--- config.mk ---
export PLATFORM = sky130hd
export DESIGN_NAME = endstop_sensor_motion_sequencer_top
export DESIGN_NICKNAME = d
export VERILOG_FILES = /design/src/esms_pkg.sv /design/src/esms_core.sv /design/src/endstop_sensor_motion_sequencer_top.sv
export SDC_FILE = /design/constraint.sdc
export NUM_CORES = 1
export LEC_CHECK = 0
export ABC_AREA = 1
export CORE_MARGIN = 8
export CORE_UTILIZATION = 30
export DETAILED_ROUTE_END_ITERATION = 12
export DONT_BUFFER_PORTS = 1
export GPL_TIMING_DRIVEN = 0
export PLACE_DENSITY_LB_ADDON = 0.05
export SLEW_MARGIN = 20
export SYNTH_ARGS = -nofsm -noshare
export SYNTH_HDL_FRONTEND = slang
export SYNTH_SLANG_ARGS = --single-unit
--- constraint.sdc ---
create_clock -name clk -period 2.9 [get_ports clk]
set_input_delay 0.29 -clock clk [delete_from_list [all_inputs] [get_ports clk]]
set_output_delay 0.29 -clock clk [all_outputs]
set_load 0.02 [all_outputs]
--- src/esms_pkg.sv ---
// Package for the endstop, sensor and motion sequencer: payload structs, register map,
// state and command codes, and reset values of the configuration registers.
// No dependencies; every other file imports it.
package esms_pkg;

    localparam int POSITION_BITS_DEF = 24;
    localparam int TIMER_BITS_DEF    = 24;

    localparam int CNT_W      = 16;
    localparam int TRAVEL_W   = 23;
    localparam int DELAY_W    = 24;
    localparam int POS_FIELD_W = 24;
    localparam int APB_DATA_W = 32;
    localparam int APB_ADDR_W = 5;

    localparam logic [CNT_W-1:0]    CNT_MAX           = {CNT_W{1'b1}};
    localparam logic [CNT_W-1:0]    DEBOUNCE_RESET    = 16'd50;
    localparam logic [CNT_W-1:0]    SAMPLE_RESET      = 16'd100;
    localparam logic [CNT_W-1:0]    THRESHOLD_RESET   = 16'd1166;
    localparam logic [TRAVEL_W-1:0] TRAVEL_RESET      = 23'd2000;
    localparam logic [DELAY_W-1:0]  RELAY_DELAY_RESET = 24'd10000;

    typedef enum logic [2:0] {
        REG_DEBOUNCE    = 3'd0,
        REG_SAMPLE      = 3'd1,
        REG_THRESHOLD   = 3'd2,
        REG_TRAVEL      = 3'd3,
        REG_RELAY_DELAY = 3'd4
    } reg_index_t;

    typedef enum logic [2:0] {
        SEQ_IDLE_HOME     = 3'd0,
        SEQ_MOVING_AWAY   = 3'd1,
        SEQ_IDLE_AWAY     = 3'd2,
        SEQ_MOVING_HOME   = 3'd3,
        SEQ_ENDSTOP_ERROR = 3'd4,
        SEQ_HOME_MISSING  = 3'd5,
        SEQ_GENERAL_ERROR = 3'd6
    } seq_state_t;

    typedef enum logic [2:0] {
        CMD_NONE         = 3'd0,
        CMD_MOVE_TRAVEL  = 3'd1,
        CMD_MOVE_ZERO    = 3'd2,
        CMD_STOP         = 3'd3,
        CMD_STOP_BACKOFF = 3'd4
    } motor_cmd_t;

    typedef struct packed {
        logic                          endstop_edge;
        logic [CNT_W-1:0]              echo_us;
        logic                          motion_running;
        logic signed [POS_FIELD_W-1:0] position;
    } tick_t;

    typedef struct packed {
        logic [2:0] seq_state;
        logic [2:0] motor_command;
        logic       drive_enable;
        logic       relay_on;
        logic       light_toggle;
    } result_t;

    typedef struct packed {
        logic [CNT_W-1:0]    debounce_ms;
        logic [CNT_W-1:0]    sample_period_ms;
        logic [CNT_W-1:0]    echo_threshold_us;
        logic [TRAVEL_W-1:0] travel_steps;
        logic [DELAY_W-1:0]  relay_delay_ms;
    } cfg_t;

endpackage

--- src/esms_core.sv ---
// Sequencer core: timers, state register and the per-tick decision logic.
// The result of an accepted tick is formed combinationally; depends on esms_pkg.
module esms_core
    import esms_pkg::*;
#(
    parameter int POSITION_BITS = POSITION_BITS_DEF,
    parameter int TIMER_BITS    = TIMER_BITS_DEF
) (
    input  logic    clk,
    input  logic    rst_n,
    input  logic    accept,
    input  tick_t   tick,
    input  cfg_t    cfg,
    output result_t res
);

    localparam int CMP_W = (POSITION_BITS > TRAVEL_W ? POSITION_BITS : TRAVEL_W) + 1;
    localparam int TCMP_W = TIMER_BITS > DELAY_W ? TIMER_BITS : DELAY_W;
    localparam logic [TIMER_BITS-1:0] TIMER_MAX = {TIMER_BITS{1'b1}};

    seq_state_t            seq_reg, seq_next;
    logic [CNT_W-1:0]      since_endstop_reg, since_endstop_next;
    logic [CNT_W-1:0]      since_sample_reg, since_sample_next;
    logic [TIMER_BITS-1:0] relay_timer_reg, relay_timer_next;
    logic                  relay_done_reg, relay_done_next;
    logic                  relay_level_reg, relay_level_next;
    logic                  enable_level_reg, enable_level_next;

    logic [CNT_W-1:0]        endstop_inc, sample_inc;
    logic                    edge_ok, sample_ok, detect, issued, at_travel, relay_fire;
    logic [POS_FIELD_W-1:0]  pos_raw;
    logic [POSITION_BITS-1:0] pos_bits;
    logic signed [CMP_W-1:0] pos_ext, travel_ext;
    motor_cmd_t              cmd;

    assign endstop_inc = (since_endstop_reg == CNT_MAX) ? CNT_MAX : since_endstop_reg + 1'b1;
    assign sample_inc  = (since_sample_reg == CNT_MAX) ? CNT_MAX : since_sample_reg + 1'b1;

    assign edge_ok   = tick.endstop_edge
                     && ((endstop_inc == CNT_MAX) || (endstop_inc > cfg.debounce_ms));
    assign sample_ok = !edge_ok
                     && ((sample_inc == CNT_MAX) || (sample_inc > cfg.sample_period_ms));
    assign detect    = sample_ok && (tick.echo_us != '0)
                     && (tick.echo_us < cfg.echo_threshold_us);
    assign issued    = detect && ((seq_reg == SEQ_IDLE_HOME) || (seq_reg == SEQ_IDLE_AWAY));

    assign pos_raw    = tick.position;
    assign pos_bits   = POSITION_BITS'(pos_raw);
    assign pos_ext    = CMP_W'(signed'(pos_bits));
    assign travel_ext = signed'(CMP_W'(cfg.travel_steps));
    assign at_travel  = (pos_ext == travel_ext);

    assign relay_fire = !edge_ok && !relay_done_reg
                      && (TCMP_W'(relay_timer_reg) >= TCMP_W'(cfg.relay_delay_ms));

    assign since_endstop_next = edge_ok ? '0 : endstop_inc;
    assign since_sample_next  = sample_ok ? '0 : sample_inc;
    assign relay_timer_next   = (relay_timer_reg == TIMER_MAX) ? TIMER_MAX
                              : relay_timer_reg + 1'b1;
    assign relay_done_next    = relay_done_reg || relay_fire;

    always_comb
    begin
        seq_next = seq_reg;
        if (edge_ok)
        begin
            case (seq_reg)
                SEQ_MOVING_HOME: seq_next = SEQ_IDLE_HOME;
                SEQ_MOVING_AWAY: seq_next = SEQ_ENDSTOP_ERROR;
                SEQ_IDLE_HOME:   seq_next = SEQ_IDLE_HOME;
                SEQ_IDLE_AWAY:   seq_next = SEQ_IDLE_AWAY;
                default:         seq_next = SEQ_GENERAL_ERROR;
            endcase
        end
        else if (issued)
        begin
            seq_next = (seq_reg == SEQ_IDLE_HOME) ? SEQ_MOVING_AWAY : SEQ_MOVING_HOME;
        end
        else
        begin
            case (seq_reg)
                SEQ_MOVING_AWAY:
                begin
                    if (!tick.motion_running)
                    begin
                        seq_next = at_travel ? SEQ_IDLE_AWAY : SEQ_GENERAL_ERROR;
                    end
                end
                SEQ_MOVING_HOME:
                begin
                    if (!tick.motion_running)
                    begin
                        seq_next = SEQ_HOME_MISSING;
                    end
                end
                SEQ_IDLE_HOME, SEQ_IDLE_AWAY, SEQ_ENDSTOP_ERROR, SEQ_HOME_MISSING,
                SEQ_GENERAL_ERROR: seq_next = seq_reg;
                default: seq_next = SEQ_GENERAL_ERROR;
            endcase
        end
    end

    always_comb
    begin
        cmd               = CMD_NONE;
        enable_level_next = enable_level_reg;
        relay_level_next  = relay_level_reg;
        if (edge_ok)
        begin
            case (seq_reg)
                SEQ_MOVING_HOME:
                begin
                    cmd               = CMD_STOP_BACKOFF;
                    enable_level_next = 1'b0;
                    relay_level_next  = 1'b0;
                end
                SEQ_IDLE_HOME, SEQ_IDLE_AWAY: cmd = CMD_NONE;
                default:
                begin
                    cmd               = CMD_STOP;
                    enable_level_next = 1'b0;
                end
            endcase
        end
        else
        begin
            if (issued)
            begin
                cmd               = (seq_reg == SEQ_IDLE_HOME) ? CMD_MOVE_TRAVEL : CMD_MOVE_ZERO;
                enable_level_next = 1'b1;
            end
            else if (((seq_reg == SEQ_MOVING_AWAY) || (seq_reg == SEQ_MOVING_HOME))
                     && !tick.motion_running)
            begin
                enable_level_next = 1'b0;
                if ((seq_reg == SEQ_MOVING_AWAY) && at_travel)
                begin
                    relay_level_next = 1'b1;
                end
            end
            if (relay_fire)
            begin
                relay_level_next = 1'b1;
            end
        end
    end

    assign res.seq_state     = seq_next;
    assign res.motor_command = cmd;
    assign res.drive_enable  = enable_level_next;
    assign res.relay_on      = relay_level_next;
    assign res.light_toggle  = detect;

    always_ff @(posedge clk or negedge rst_n)
    begin
        if (!rst_n)
        begin
            seq_reg           <= SEQ_IDLE_HOME;
            since_endstop_reg <= CNT_MAX;
            since_sample_reg  <= '0;
            relay_timer_reg   <= '0;
            relay_done_reg    <= 1'b0;
            relay_level_reg   <= 1'b0;
            enable_level_reg  <= 1'b0;
        end
        else if (accept)
        begin
            seq_reg           <= seq_next;
            since_endstop_reg <= since_endstop_next;
            since_sample_reg  <= since_sample_next;
            relay_timer_reg   <= relay_timer_next;
            relay_done_reg    <= relay_done_next;
            relay_level_reg   <= relay_level_next;
            enable_level_reg  <= enable_level_next;
        end
    end

endmodule

--- src/endstop_sensor_motion_sequencer_top.sv ---
// Top level of the endstop, sensor and motion sequencer: register port, core and
// output skid stage. Depends on esms_pkg and esms_core.
//
//   Channel   Handshake                    Payload
//   tick      tick_valid / tick_ready      tick   (tick_t)
//   res       res_valid / res_ready        res    (result_t)
//   config    psel, penable, pwrite        paddr, pwdata, prdata
//
// One tick is accepted per cycle while tick_ready is high. The core's decision logic
// forms its result, which is registered in the output register. A stalled result is
// held and one more result fits in the skid register, so tick_ready falls only when
// both are full. Reset clears the state and loads the register defaults.
module endstop_sensor_motion_sequencer_top
    import esms_pkg::*;
#(
    parameter int POSITION_BITS = POSITION_BITS_DEF,
    parameter int TIMER_BITS    = TIMER_BITS_DEF
) (
    input  logic                  clk,
    input  logic                  rst_n,
    input  logic                  tick_valid,
    output logic                  tick_ready,
    input  tick_t                 tick,
    output logic                  res_valid,
    input  logic                  res_ready,
    output result_t               res,
    input  logic                  psel,
    input  logic                  penable,
    input  logic                  pwrite,
    input  logic [APB_ADDR_W-1:0] paddr,
    input  logic [APB_DATA_W-1:0] pwdata,
    output logic [APB_DATA_W-1:0] prdata,
    output logic                  pready
);

    cfg_t       cfg_reg;
    reg_index_t reg_idx;
    logic       wr_en, accept, take;
    result_t    core_res, out_reg, skid_reg;
    logic       out_valid_reg, skid_valid_reg;

    assign pready  = 1'b1;
    assign wr_en   = psel && penable && pwrite;
    assign reg_idx = reg_index_t'(paddr[APB_ADDR_W-1:2]);

    always_ff @(posedge clk or negedge rst_n)
    begin
        if (!rst_n)
        begin
            cfg_reg.debounce_ms       <= DEBOUNCE_RESET;
            cfg_reg.sample_period_ms  <= SAMPLE_RESET;
            cfg_reg.echo_threshold_us <= THRESHOLD_RESET;
            cfg_reg.travel_steps      <= TRAVEL_RESET;
            cfg_reg.relay_delay_ms    <= RELAY_DELAY_RESET;
        end
        else if (wr_en)
        begin
            case (reg_idx)
                REG_DEBOUNCE:    cfg_reg.debounce_ms       <= pwdata[CNT_W-1:0];
                REG_SAMPLE:      cfg_reg.sample_period_ms  <= pwdata[CNT_W-1:0];
                REG_THRESHOLD:   cfg_reg.echo_threshold_us <= pwdata[CNT_W-1:0];
                REG_TRAVEL:      cfg_reg.travel_steps      <= pwdata[TRAVEL_W-1:0];
                REG_RELAY_DELAY: cfg_reg.relay_delay_ms    <= pwdata[DELAY_W-1:0];
                default:         ;
            endcase
        end
    end

    always_comb
    begin
        case (reg_idx)
            REG_DEBOUNCE:    prdata = APB_DATA_W'(cfg_reg.debounce_ms);
            REG_SAMPLE:      prdata = APB_DATA_W'(cfg_reg.sample_period_ms);
            REG_THRESHOLD:   prdata = APB_DATA_W'(cfg_reg.echo_threshold_us);
            REG_TRAVEL:      prdata = APB_DATA_W'(cfg_reg.travel_steps);
            REG_RELAY_DELAY: prdata = APB_DATA_W'(cfg_reg.relay_delay_ms);
            default:         prdata = '0;
        endcase
    end

    assign tick_ready = !skid_valid_reg;
    assign accept     = tick_valid && tick_ready;
    assign take       = out_valid_reg && res_ready;

    esms_core #(
        .POSITION_BITS (POSITION_BITS),
        .TIMER_BITS    (TIMER_BITS)
    ) u_core (
        .clk    (clk),
        .rst_n  (rst_n),
        .accept (accept),
        .tick   (tick),
        .cfg    (cfg_reg),
        .res    (core_res)
    );

    always_ff @(posedge clk or negedge rst_n)
    begin
        if (!rst_n)
        begin
            out_valid_reg  <= 1'b0;
            skid_valid_reg <= 1'b0;
        end
        else if (skid_valid_reg)
        begin
            if (take)
            begin
                skid_valid_reg <= 1'b0;
            end
        end
        else if (accept)
        begin
            if (out_valid_reg && !take)
            begin
                skid_valid_reg <= 1'b1;
            end
            else
            begin
                out_valid_reg <= 1'b1;
            end
        end
        else if (take)
        begin
            out_valid_reg <= 1'b0;
        end
    end

    always_ff @(posedge clk)
    begin
        if (skid_valid_reg)
        begin
            if (take)
            begin
                out_reg <= skid_reg;
            end
        end
        else if (accept)
        begin
            if (out_valid_reg && !take)
            begin
                skid_reg <= core_res;
            end
            else
            begin
                out_reg <= core_res;
            end
        end
    end

    assign res_valid = out_valid_reg;
    assign res       = out_reg;

endmodule

After elaboration in Yosys (flattened, before gate mapping)
Index checks and enable logic that the tools add are counted.

Add/sub/neg operators: 3. Order comparisons: 4. Eq/ne operators: 19. Multiplexer cells: 39. Bitwise gates (word level): 1. Reduce and logical (&&, ||, !) cells: 40.

Operators with widths (count): 24-bit case mux with 5 select lines (1); 16-bit equality test (second input constant) (4); 16-bit two-way mux (4); 9-bit two-way mux (4); 16-bit by 1-bit adder with 16-bit output (second input constant) (2); 16-bit greater-than comparator (2); 24-bit by 1-bit adder with 24-bit output (second input constant) (1); 24-bit equality test (1); 24-bit equality test (second input constant) (1); 24-bit >= comparator (1); 24-bit two-way mux (1); 3-bit two-way mux (7); 3-bit case mux with 3 select lines (2); 1-bit two-way mux (17); 16-bit < comparator (1); 16-bit nonzero test (1); 1-bit logical AND (14); 3-bit by 2-bit equality test with 1-bit output (second input constant) (4); 3-bit equality test (second input constant) (4); 2-bit AND reduction (5); 3-bit AND reduction (3); 3-bit by 1-bit equality test with 1-bit output (second input constant) (2); 3-bit logical NOT (2); 2-bit != test (second input constant) (3); other kinds (8) (19).

Register bits after elaboration: 177. Bits of input ports: 86. Output and inout port bits: 44. Word-level logic and storage cells: 130.

Depth between registers and ports, before layout
Gate-level depths: netlist of the first run.

Word-level depth: 16. Depth in mapped cells: 24. Mapped depth without buffers: 23.

By module
From an unflattened synthesis of the first run, not the netlist that was laid out.

Cell total of the unflattened synthesis: 1640. Area total of the unflattened synthesis: 11786.3 um^2.

By module, submodules not included: esms_core (times used 1, cells an instance 960, area each 6291.0 um^2); endstop_sensor_motion_sequencer_top (times used 1, cells an instance 680, area each 5495.3 um^2).

Worst setup path after synthesis of the first run
No wires, ideal clock.

Kind: reg2reg. Start: register u_core.since_endstop_reg[0]. End: register skid_reg[2] (netlist name) (data pin). Setup time: 0.255 ns. Arrival time: 2.572 ns. Path slack: 0.074 ns. Stages on the path, launching flop included: 20. Clock period less this slack: 2.826 ns. Path through: dfstp_2 > ha_1 > nand3_2 > inv_2 > nand4_2 > buf_6 > nand2_1 > ha_1 > a21oi_1 > o21ai_0 > nand2_1 > o211ai_1 > nand2_1 > nand2_1 > nand2_1 > nand2_2 > nand2_4 > buf_6 > nand3_1 > and2_1.

RTL lines: start: declaration (RTL line esms_core.sv:22) `logic [CNT_W-1:0] since_endstop_reg, since_endstop_next;`; start signal: assignment (RTL line esms_core.sv:169) `since_endstop_reg <= since_endstop_next;`; end signal: assignment (RTL line endstop_sensor_motion_sequencer_top.sv:141) `skid_reg <= core_res;`; end: declaration (RTL line endstop_sensor_motion_sequencer_top.sv:39) `result_t core_res, out_reg, skid_reg;`.

==> run metrics, run 1 <==
result of the run=complete, but fails checks; failing checks=negative hold slack, negative setup slack; post-synth design cell area=0.0109 mm²; clock network latency to the later pin of the worst-skew pair=0.45 ns; share of the synthesized area in the top cell type=27.8%; Synth cell types=53; area enclosed by the die boundary=0.0426 mm²; Total Routing Usage GR=18.2%; startpoint kind of the worst setup timing path=register; leakage component of the power=6.19 nW; actual slew at the worst max-slew pin=1.03 ns; number of buffers inserted for hold repair after clock tree synthesis=7; yosys synthesis warning count=0; Critical Path Max Stage Delay=0.42 ns; Cell Rows=69; Worst EP required=3.11 ns; maximum number of buffers from clock root to sink=2; final cell utilization of the core=a little under two fifths; Max Clock Skew=between 0.007 and 0.008 ns; count of nets after finishing=1643; number of search-and-repair iterations in the first detailed-routing pass=7; first-pass GRT wire length=58300 µm; element type at the critical path end=register; share of the yosys chip area belonging to registers=42.0%; clock-pin transition on the worst setup and hold timing paths=0.07 ns; Gate Count Post-Synth=1409; ys flop type=sky130_fd_sc_hd__dfrtp_1; horizontal extent of the die=206 µm; post-layout worst setup margin=-0.134 ns; number of pins with negative max-slew slack in the final report=0; number of enable-type register cells in the synthesized netlist=18; series of cell instances along the critical path=ha_4, nand3_2, inv_1, nand2_2, nor2_4, nand2_4, buf_4, nand2_1, ha_1, a21oi_1, o21a_1, nor2_1, o21ai_1, nand3_1, nand2_2, nand2_4, nand4_1, nand3_2, and2_1; count of vias placed by the detailed router=9610; Pwr per Cell Area=just over 500 mW/mm²; CTS buffer count=17; effective utilization at floorplan=30.5%; Total Wirelength=37900 µm; drt via density=4.91; post-synthesis async set-or-reset flop share=89.8%; Die Y=206 µm; H-tree levels=4; Root Buffer=sky130_fd_sc_hd__clkbuf_16; worst slew slack as a fraction of its limit=31.0%; setup repair after global routing missed its margin=true; Buf+Inv Stages, Crit Path=2; data arrival time of the critical path=3.24 ns; slack of the worst reg-to-reg path=-0.13 ns; vias in the first global route=9639; CTS tree=done; final estimated routing congestion in global placement=0.825; layout cells sized above 1=18.4%; cell types with the largest area share after synthesis=sky130_fd_sc_hd__dfrtp_1 28%, sky130_fd_sc_hd__nand2_1 13%, sky130_fd_sc_hd__dfstp_2 9.2%; Max Fanout on Critical Path=6; count of state elements after synthesis=177; iteration-0 DRC count of the detailed router=618; pin count of the biggest net entering global routing=160; Final setup viols=26; highest ir drop seen on vdd=0.000391 V; share of the cycle needed by the critical path after routing=105%; slowest library cell on the worst path=sky130_fd_sc_hd__dfrtp_1; Floorplan Core Area=~0.036 mm²; MaxCap Viol Count=0; IO Pins=130; number of flip-flops in the largest register=95; antenna viol nets, final=0; worst setup path class=reg2reg; cell family contributing the most delay on the critical path=simple AND/OR/NAND/NOR gates; Port-buffer cells=0; Area Overhead vs Synth=22.4%; Mean Syn Cell Area=7.72 µm²; area of the multi-input gates=0.00612 mm²; drc violations=0; kind of path behind the tightest hold check=in2async; drt wl/cell=19.4 µm; sequential cell area in the final layout=0.00457 mm²; number of clock sinks seen by CTS=between 150 and 200; Antenna Diode Count=0; final critical delay including setup and external delays=3.03 ns; post-placement worst setup slack=-0.562 ns; biggest area consumer among synthesized cells=sky130_fd_sc_hd__dfrtp_1; number of hold violations in the final report=159; dpl hpwl=28700 µm; remaining global-route overflow=0; number of antenna violations at the first check in global routing=0; Filler Cells Inserted=about 3.7k; maximum clock rate=330 MHz; WHS=-0.464 ns
## power by group
part           internal, mW  switching [mW]
Combinational         0.530           0.791
Sequential             2.79           0.268
Clock                  1.31            1.13
## timing repair
item,CTS,global route
buffers inserted,30,11
cloned,0,1
gates resized for setup,104,95
pin swaps,26,23
endpoints found under the setup margin,56,66
hold endpoints to repair,171,159
## final timing paths
path / from / to / cells past startpoint
worst max register to register: u_core.since_sample_reg[0] / skid_reg[2] / 19
worst max-delay path: u_core.since_sample_reg[0] / skid_reg[2] / 19
worst min-delay path: rst_n / cfg_reg[59] / 0
worst min register to register: cfg_reg[19] / cfg_reg[19] / 2
min in group clk: pwdata[21] / cfg_reg[45] / 2
max in group asynchronous: rst_n / u_core.since_endstop_reg[5] / 0
## layout by cell type (no fill, tap or decap), types with 16 or more instances in the layout
cell type and count:
sky130_fd_sc_hd__nand2_1 346, sky130_fd_sc_hd__nor2_1 57, sky130_fd_sc_hd__nand3_2 35, sky130_fd_sc_hd__dfstp_2 38
sky130_fd_sc_hd__buf_4 41, sky130_fd_sc_hd__edfxtp_1 18, sky130_fd_sc_hd__clkbuf_1 35, sky130_fd_sc_hd__nand2_2 20
sky130_fd_sc_hd__o21ai_1 21, sky130_fd_sc_hd__nand4_1 22, sky130_fd_sc_hd__xor2_1 16, sky130_fd_sc_hd__nand3_1 72
sky130_fd_sc_hd__xnor2_1 19, sky130_fd_sc_hd__dfrtp_1 121, sky130_fd_sc_hd__ha_1 63, sky130_fd_sc_hd__nor3_1 18
sky130_fd_sc_hd__inv_1 177, sky130_fd_sc_hd__a21oi_1 34, sky130_fd_sc_hd__clkbuf_16 18, sky130_fd_sc_hd__o21ai_0 130
## per-layer routing
| layer | part of all wire (%) | track usage, % | vias up |
|---|---|---|---|
| li1 | - | - | 4791 |
| met1 | 46 | 23.6 | 4596 |
| met2 | 47 | 29.7 | 182 |
| met3 | 5.2 | 4.69 | 41 |
| met4 | 2.0 | 4.88 | 0 |
| met5 | 0 | 0 | - |
## synth_stat cells, types with 2 or more instances
library cell / count
sky130_fd_sc_hd__o21ai_0: 149
sky130_fd_sc_hd__or2_2: 8
sky130_fd_sc_hd__o21ai_1: 11
sky130_fd_sc_hd__o2111ai_1: 3
sky130_fd_sc_hd__nand3_2: 3
sky130_fd_sc_hd__inv_1: 181
sky130_fd_sc_hd__buf_1: 3
sky130_fd_sc_hd__o211ai_1: 4
sky130_fd_sc_hd__dfrtp_1: 121
sky130_fd_sc_hd__a221oi_1: 2
sky130_fd_sc_hd__buf_6: 3
sky130_fd_sc_hd__nand3b_1: 2
sky130_fd_sc_hd__o21ai_2: 2
sky130_fd_sc_hd__nor3_1: 22
sky130_fd_sc_hd__nor4_1: 9
sky130_fd_sc_hd__o22ai_1: 6
sky130_fd_sc_hd__ha_1: 74
sky130_fd_sc_hd__o21a_1: 3
sky130_fd_sc_hd__nand3_1: 110
sky130_fd_sc_hd__a221o_1: 8
sky130_fd_sc_hd__nor2_1: 70
sky130_fd_sc_hd__nor2_2: 4
sky130_fd_sc_hd__nand2_4: 2
sky130_fd_sc_hd__nand4_1: 22
sky130_fd_sc_hd__buf_4: 10
sky130_fd_sc_hd__a21oi_1: 43
sky130_fd_sc_hd__conb_1: 2
sky130_fd_sc_hd__a22o_1: 2
sky130_fd_sc_hd__edfxtp_1: 18
sky130_fd_sc_hd__xnor2_1: 19
sky130_fd_sc_hd__nand2_2: 5
sky130_fd_sc_hd__xor2_1: 17
sky130_fd_sc_hd__dfstp_2: 38
sky130_fd_sc_hd__nand2_1: 374
sky130_fd_sc_hd__inv_2: 4
sky130_fd_sc_hd__a22oi_1: 4
sky130_fd_sc_hd__clkbuf_1: 35
## worst reg2reg max path, cell delays in order, from the launching register on
cell and delay [ns]:
sky130_fd_sc_hd__dfrtp_1 0.42, sky130_fd_sc_hd__ha_4 0.17, sky130_fd_sc_hd__nand3_2 0.11, sky130_fd_sc_hd__inv_1 0.09
sky130_fd_sc_hd__nand2_2 0.08, sky130_fd_sc_hd__nor2_4 0.12, sky130_fd_sc_hd__nand2_4 0.09, sky130_fd_sc_hd__buf_4 0.15
sky130_fd_sc_hd__nand2_1 0.12, sky130_fd_sc_hd__ha_1 0.26, sky130_fd_sc_hd__a21oi_1 0.13, sky130_fd_sc_hd__o21a_1 0.14
sky130_fd_sc_hd__nor2_1 0.04, sky130_fd_sc_hd__o21ai_1 0.14, sky130_fd_sc_hd__nand3_1 0.11, sky130_fd_sc_hd__nand2_2 0.09
sky130_fd_sc_hd__nand2_4 0.08, sky130_fd_sc_hd__nand4_1 0.18, sky130_fd_sc_hd__nand3_2 0.13, sky130_fd_sc_hd__and2_1 0.15
## final cells by class
type | count | area share, %
Tap cell | 461 | 4.33
Multi-Input combinational cell | 1001 | 46.0
Clock inverter | 13 | 1.15
Timing Repair Buffer | 48 | 3.32
Clock buffer | 19 | 3.33
Sequential cell | 177 | 34.3
Inverter | 186 | 5.39
Buffer | 52 | 2.21
## cells by family after synthesis
group                      synth area share, %
AOI/OAI and AO/OA                         12.4
xor gates and xnor gates                  2.90
adders and majority gates                 8.51
buffers and inverters                     8.82
DFF                                       42.0
other                                   0.0690
and+or+nand+nor                           25.3
## per-stage QoR
step	power [mW]	setup TNS [ns]	instances	hold slack [ns]	instance area (µm²)
after global routing	7.19	-13.85	1957	-0.489	13300
final	6.82	-1.68	1957	-0.464	13300
after global placement	4.21	-20.10	1877	-0.000983	11500
after floorplan	3.82	0	1416	-0.00559	10900
after detailed placement	4.24	-20.85	1877	0.000462	11500
after CTS	6.80	-1.48	1946	-0.494	12900
Note: power is estimated with default switching activity, not from simulation.
==> run 2: changes to the inputs <==
--- a/config.mk
+++ b/config.mk
@@ -8,6 +8,7 @@
 export ABC_AREA = 1
 export CORE_MARGIN = 8
 export CORE_UTILIZATION = 30
+export CTS_BUF_LIST = sky130_fd_sc_hd__clkbuf_16
 export DETAILED_ROUTE_END_ITERATION = 12
 export DONT_BUFFER_PORTS = 1
 export GPL_TIMING_DRIVEN = 0
==> run metrics, run 2 (same netlist as run 1, synthesis figures left out) <==
Die Y=206 µm (unchanged); leading cell types in the layout, fill and taps excluded=346 x sky130_fd_sc_hd__nand2_1, 179 x sky130_fd_sc_hd__inv_1, 130 x sky130_fd_sc_hd__o21ai_0, 121 x sky130_fd_sc_hd__dfrtp_1, 72 x sky130_fd_sc_hd__nand3_1; number of clock sinks seen by CTS=177 (unchanged); number of hold violations in the final report=159 (unchanged); worst slew slack as a fraction of its limit=30.6% (-0.42 points); CTS tree=done; leakage component of the power=6.19 nW (about the same); Area Overhead vs Synth=22.2%; Port-buffer cells=0 (unchanged); CTS buffer count=17 (unchanged); sequential cell area in the final layout=0.00457 mm² (unchanged); number of search-and-repair iterations in the first detailed-routing pass=5 (-2); Max Fanout on Critical Path=5 (-1); MaxCap Viol Count=0 (unchanged); share of the cycle needed by the critical path after routing=104% (-0.36 points); number of buffers inserted for hold repair after clock tree synthesis=7 (unchanged); area enclosed by the die boundary=0.0426 mm² (unchanged); iteration-0 DRC count of the detailed router=597 (-3.4%); clock network latency to the later pin of the worst-skew pair=0.45 ns (about the same); post-layout worst setup margin=-0.124 ns (+0.0106 ns); worst flop-to-flop path startpoint=u_core.since_sample_reg[9]; result of the run=complete, but fails checks; maximum clock rate=331 MHz (+0.35%); pin count of the biggest net entering global routing=160 (unchanged); remaining global-route overflow=0 (unchanged); final estimated routing congestion in global placement=0.825 (unchanged); area of the multi-input gates=0.00613 mm² (+0.14%); Cell Rows=69 (unchanged); H-tree levels=4 (unchanged); drt wl/cell=19.4 µm (about the same); final critical delay including setup and external delays=3.02 ns (-0.0106 ns); number of pins with negative max-slew slack in the final report=0 (unchanged); effective utilization at floorplan=30.5% (unchanged); Total Routing Usage GR=18.2% (about the same); final cell utilization of the core=37.3% (-0.046 points); maximum number of buffers from clock root to sink=2 (unchanged); number of flip-flops in the largest register=95 (unchanged); dpl hpwl=28700 µm (unchanged); failing checks=negative hold slack, negative setup slack; Worst Reg2Reg Path Length in Cells=16 (-3); routed length on met2=18000 µm (+0.93%); kind of path behind the tightest hold check=in2async; actual slew at the worst max-slew pin=1.03 ns (+0.00628 ns); endpoint of the worst register-to-register path=res[6]; layout cells sized above 1=18.4% (-0.055 points); highest metal layer with signal wires=met4; IO Pins=130 (unchanged); first-pass GRT wire length=58300 µm (about the same); Placement Cell Area=0.0115 mm² (unchanged); Total Wirelength=37900 µm (about the same); Pwr per Cell Area=511 mW/mm² (-0.26%); Max Clock Skew=0.00858 ns (+0.000705 ns); highest ir drop seen on vdd=0.000390 V (-0.18%); drt via density=4.95 (+0.73%); final std cell area, no fill=0.0133 mm² (-0.12%); slack of the worst reg-to-reg path=-0.12 ns (about the same); Floorplan Core Area=0.0357 mm² (unchanged); Worst EP required=3.22 ns (+0.11 ns); count of non-filler cells in the finished layout=1956 (-0.051%); Antenna Diode Count=0 (unchanged); antenna viol nets, final=0 (unchanged); clock-pin transition on the worst setup and hold timing paths=0.07 ns (about the same); sum of routed wire segments on met1=17100 µm (-1.3%); element type at the critical path end=register; drc violations=0 (unchanged); routed wire length on met3=2070 µm (+4.7%); count of nets after finishing=1642 (-0.061%); vias in the first global route=9643 (+0.041%); number of antenna violations at the first check in global routing=0 (unchanged); horizontal extent of the die=206 µm (unchanged); Root Buffer=sky130_fd_sc_hd__clkbuf_16; data arrival time of the critical path=3.34 ns (+0.10 ns); Filler Cells Inserted=3704 (+0.081%); startpoint kind of the worst setup timing path=register; most common library cell in the layout ignoring fill and taps=sky130_fd_sc_hd__nand2_1; WHS=-0.463 ns (+0.000459 ns); Final setup viols=25 (-3.8%); count of vias placed by the detailed router=9675 (+0.68%); setup repair after global routing missed its margin=true; Placed Instances=1877 (unchanged); worst setup path class=reg2reg
## run 2: changes by cell type in the layout (fill, tap and decap cells not counted)
cell	delta
sky130_fd_sc_hd__clkbuf_8	-1
sky130_fd_sc_hd__buf_4	+1
sky130_fd_sc_hd__buf_6	-2
sky130_fd_sc_hd__clkbuf_1	-1
sky130_fd_sc_hd__nand2_4	+1
sky130_fd_sc_hd__o21ai_2	+1
sky130_fd_sc_hd__o21ai_1	-1
sky130_fd_sc_hd__nand2_2	-1
sky130_fd_sc_hd__inv_1	+2
## run 2: area by class of cell
class / instances / area share (%)
Buffer: 52 / 2.21
Clock buffer: 17 / 3.20
Clock inverter: 15 / 1.20
Inverter: 186 / 5.40
Multi-Input combinational cell: 1001 / 46.1
Sequential cell: 177 / 34.3
Tap cell: 461 / 4.34
Timing Repair Buffer: 47 / 3.21
## run 2: what timing repair did
item,4_1_cts,5_1_grt
pin swaps,26,21
buffers inserted,30,10
endpoints found under the setup margin,56,66
hold endpoints to repair,171,159
gates resized for setup,104,94
gates cloned,0,1
## run 2: how the worst max path moves through the flow
stage / slack (ns) / startpoint / depth (start not counted) / end
floorplan: 0.07 / u_core.since_endstop_reg[0] / 19 / skid_reg[2]
global placement: -0.55 / u_core.since_sample_reg[0] / 22 / res[3]
detailed placement: -0.56 / u_core.since_sample_reg[0] / 22 / res[3]
CTS: -0.12 / u_core.since_endstop_reg[1] / 22 / res[1]
global route: -0.38 / u_core.since_endstop_reg[0] / 22 / res[2]
finish: -0.12 / u_core.since_sample_reg[9] / 16 / res[6]
## run 2: layer usage
metal	track usage, %	vias up
li1	-	4803
met1	23.5	4625
met2	29.7	210
met3	4.76	37
met4	4.88	0
met5	0	-
## run 2: worst max-delay path, stage by stage (launching register included)
cell,delay (ns)
sky130_fd_sc_hd__dfrtp_1,0.46
sky130_fd_sc_hd__nand3_1,0.16
sky130_fd_sc_hd__nor2_1,0.30
sky130_fd_sc_hd__nand3_1,0.12
sky130_fd_sc_hd__nand2_1,0.07
sky130_fd_sc_hd__nand3_1,0.20
sky130_fd_sc_hd__ha_1,0.35
sky130_fd_sc_hd__nand4_1,0.11
sky130_fd_sc_hd__nor3_2,0.17
sky130_fd_sc_hd__o21ai_1,0.11
sky130_fd_sc_hd__nand3_1,0.10
sky130_fd_sc_hd__nand2_2,0.07
sky130_fd_sc_hd__nand2_4,0.11
sky130_fd_sc_hd__nand4_1,0.19
sky130_fd_sc_hd__nand2_1,0.18
sky130_fd_sc_hd__nand3_2,0.08
sky130_fd_sc_hd__nand2_1,0.09
## run 2: through the flow
stage / TNS [ns] / total power [mW] / setup WS (ns)
after floorplan: 0 / 3.82 / 0.0738
after global placement: -20.10 / 4.21 / -0.550
after detailed placement: -20.85 / 4.24 / -0.562
after CTS: -1.48 / 6.77 / -0.122
after global routing: -13.53 / 7.16 / -0.383
final: -1.59 / 6.79 / -0.124
## run 2: power breakdown
group	total, mW	leakage [nW]	switching (mW)	internal (mW)
Combinational	1.32	3.83	0.792	0.531
Clock	2.41	0.282	1.13	1.28
Sequential	3.06	2.08	0.266	2.79
Total	6.79	6.19	2.19	4.61
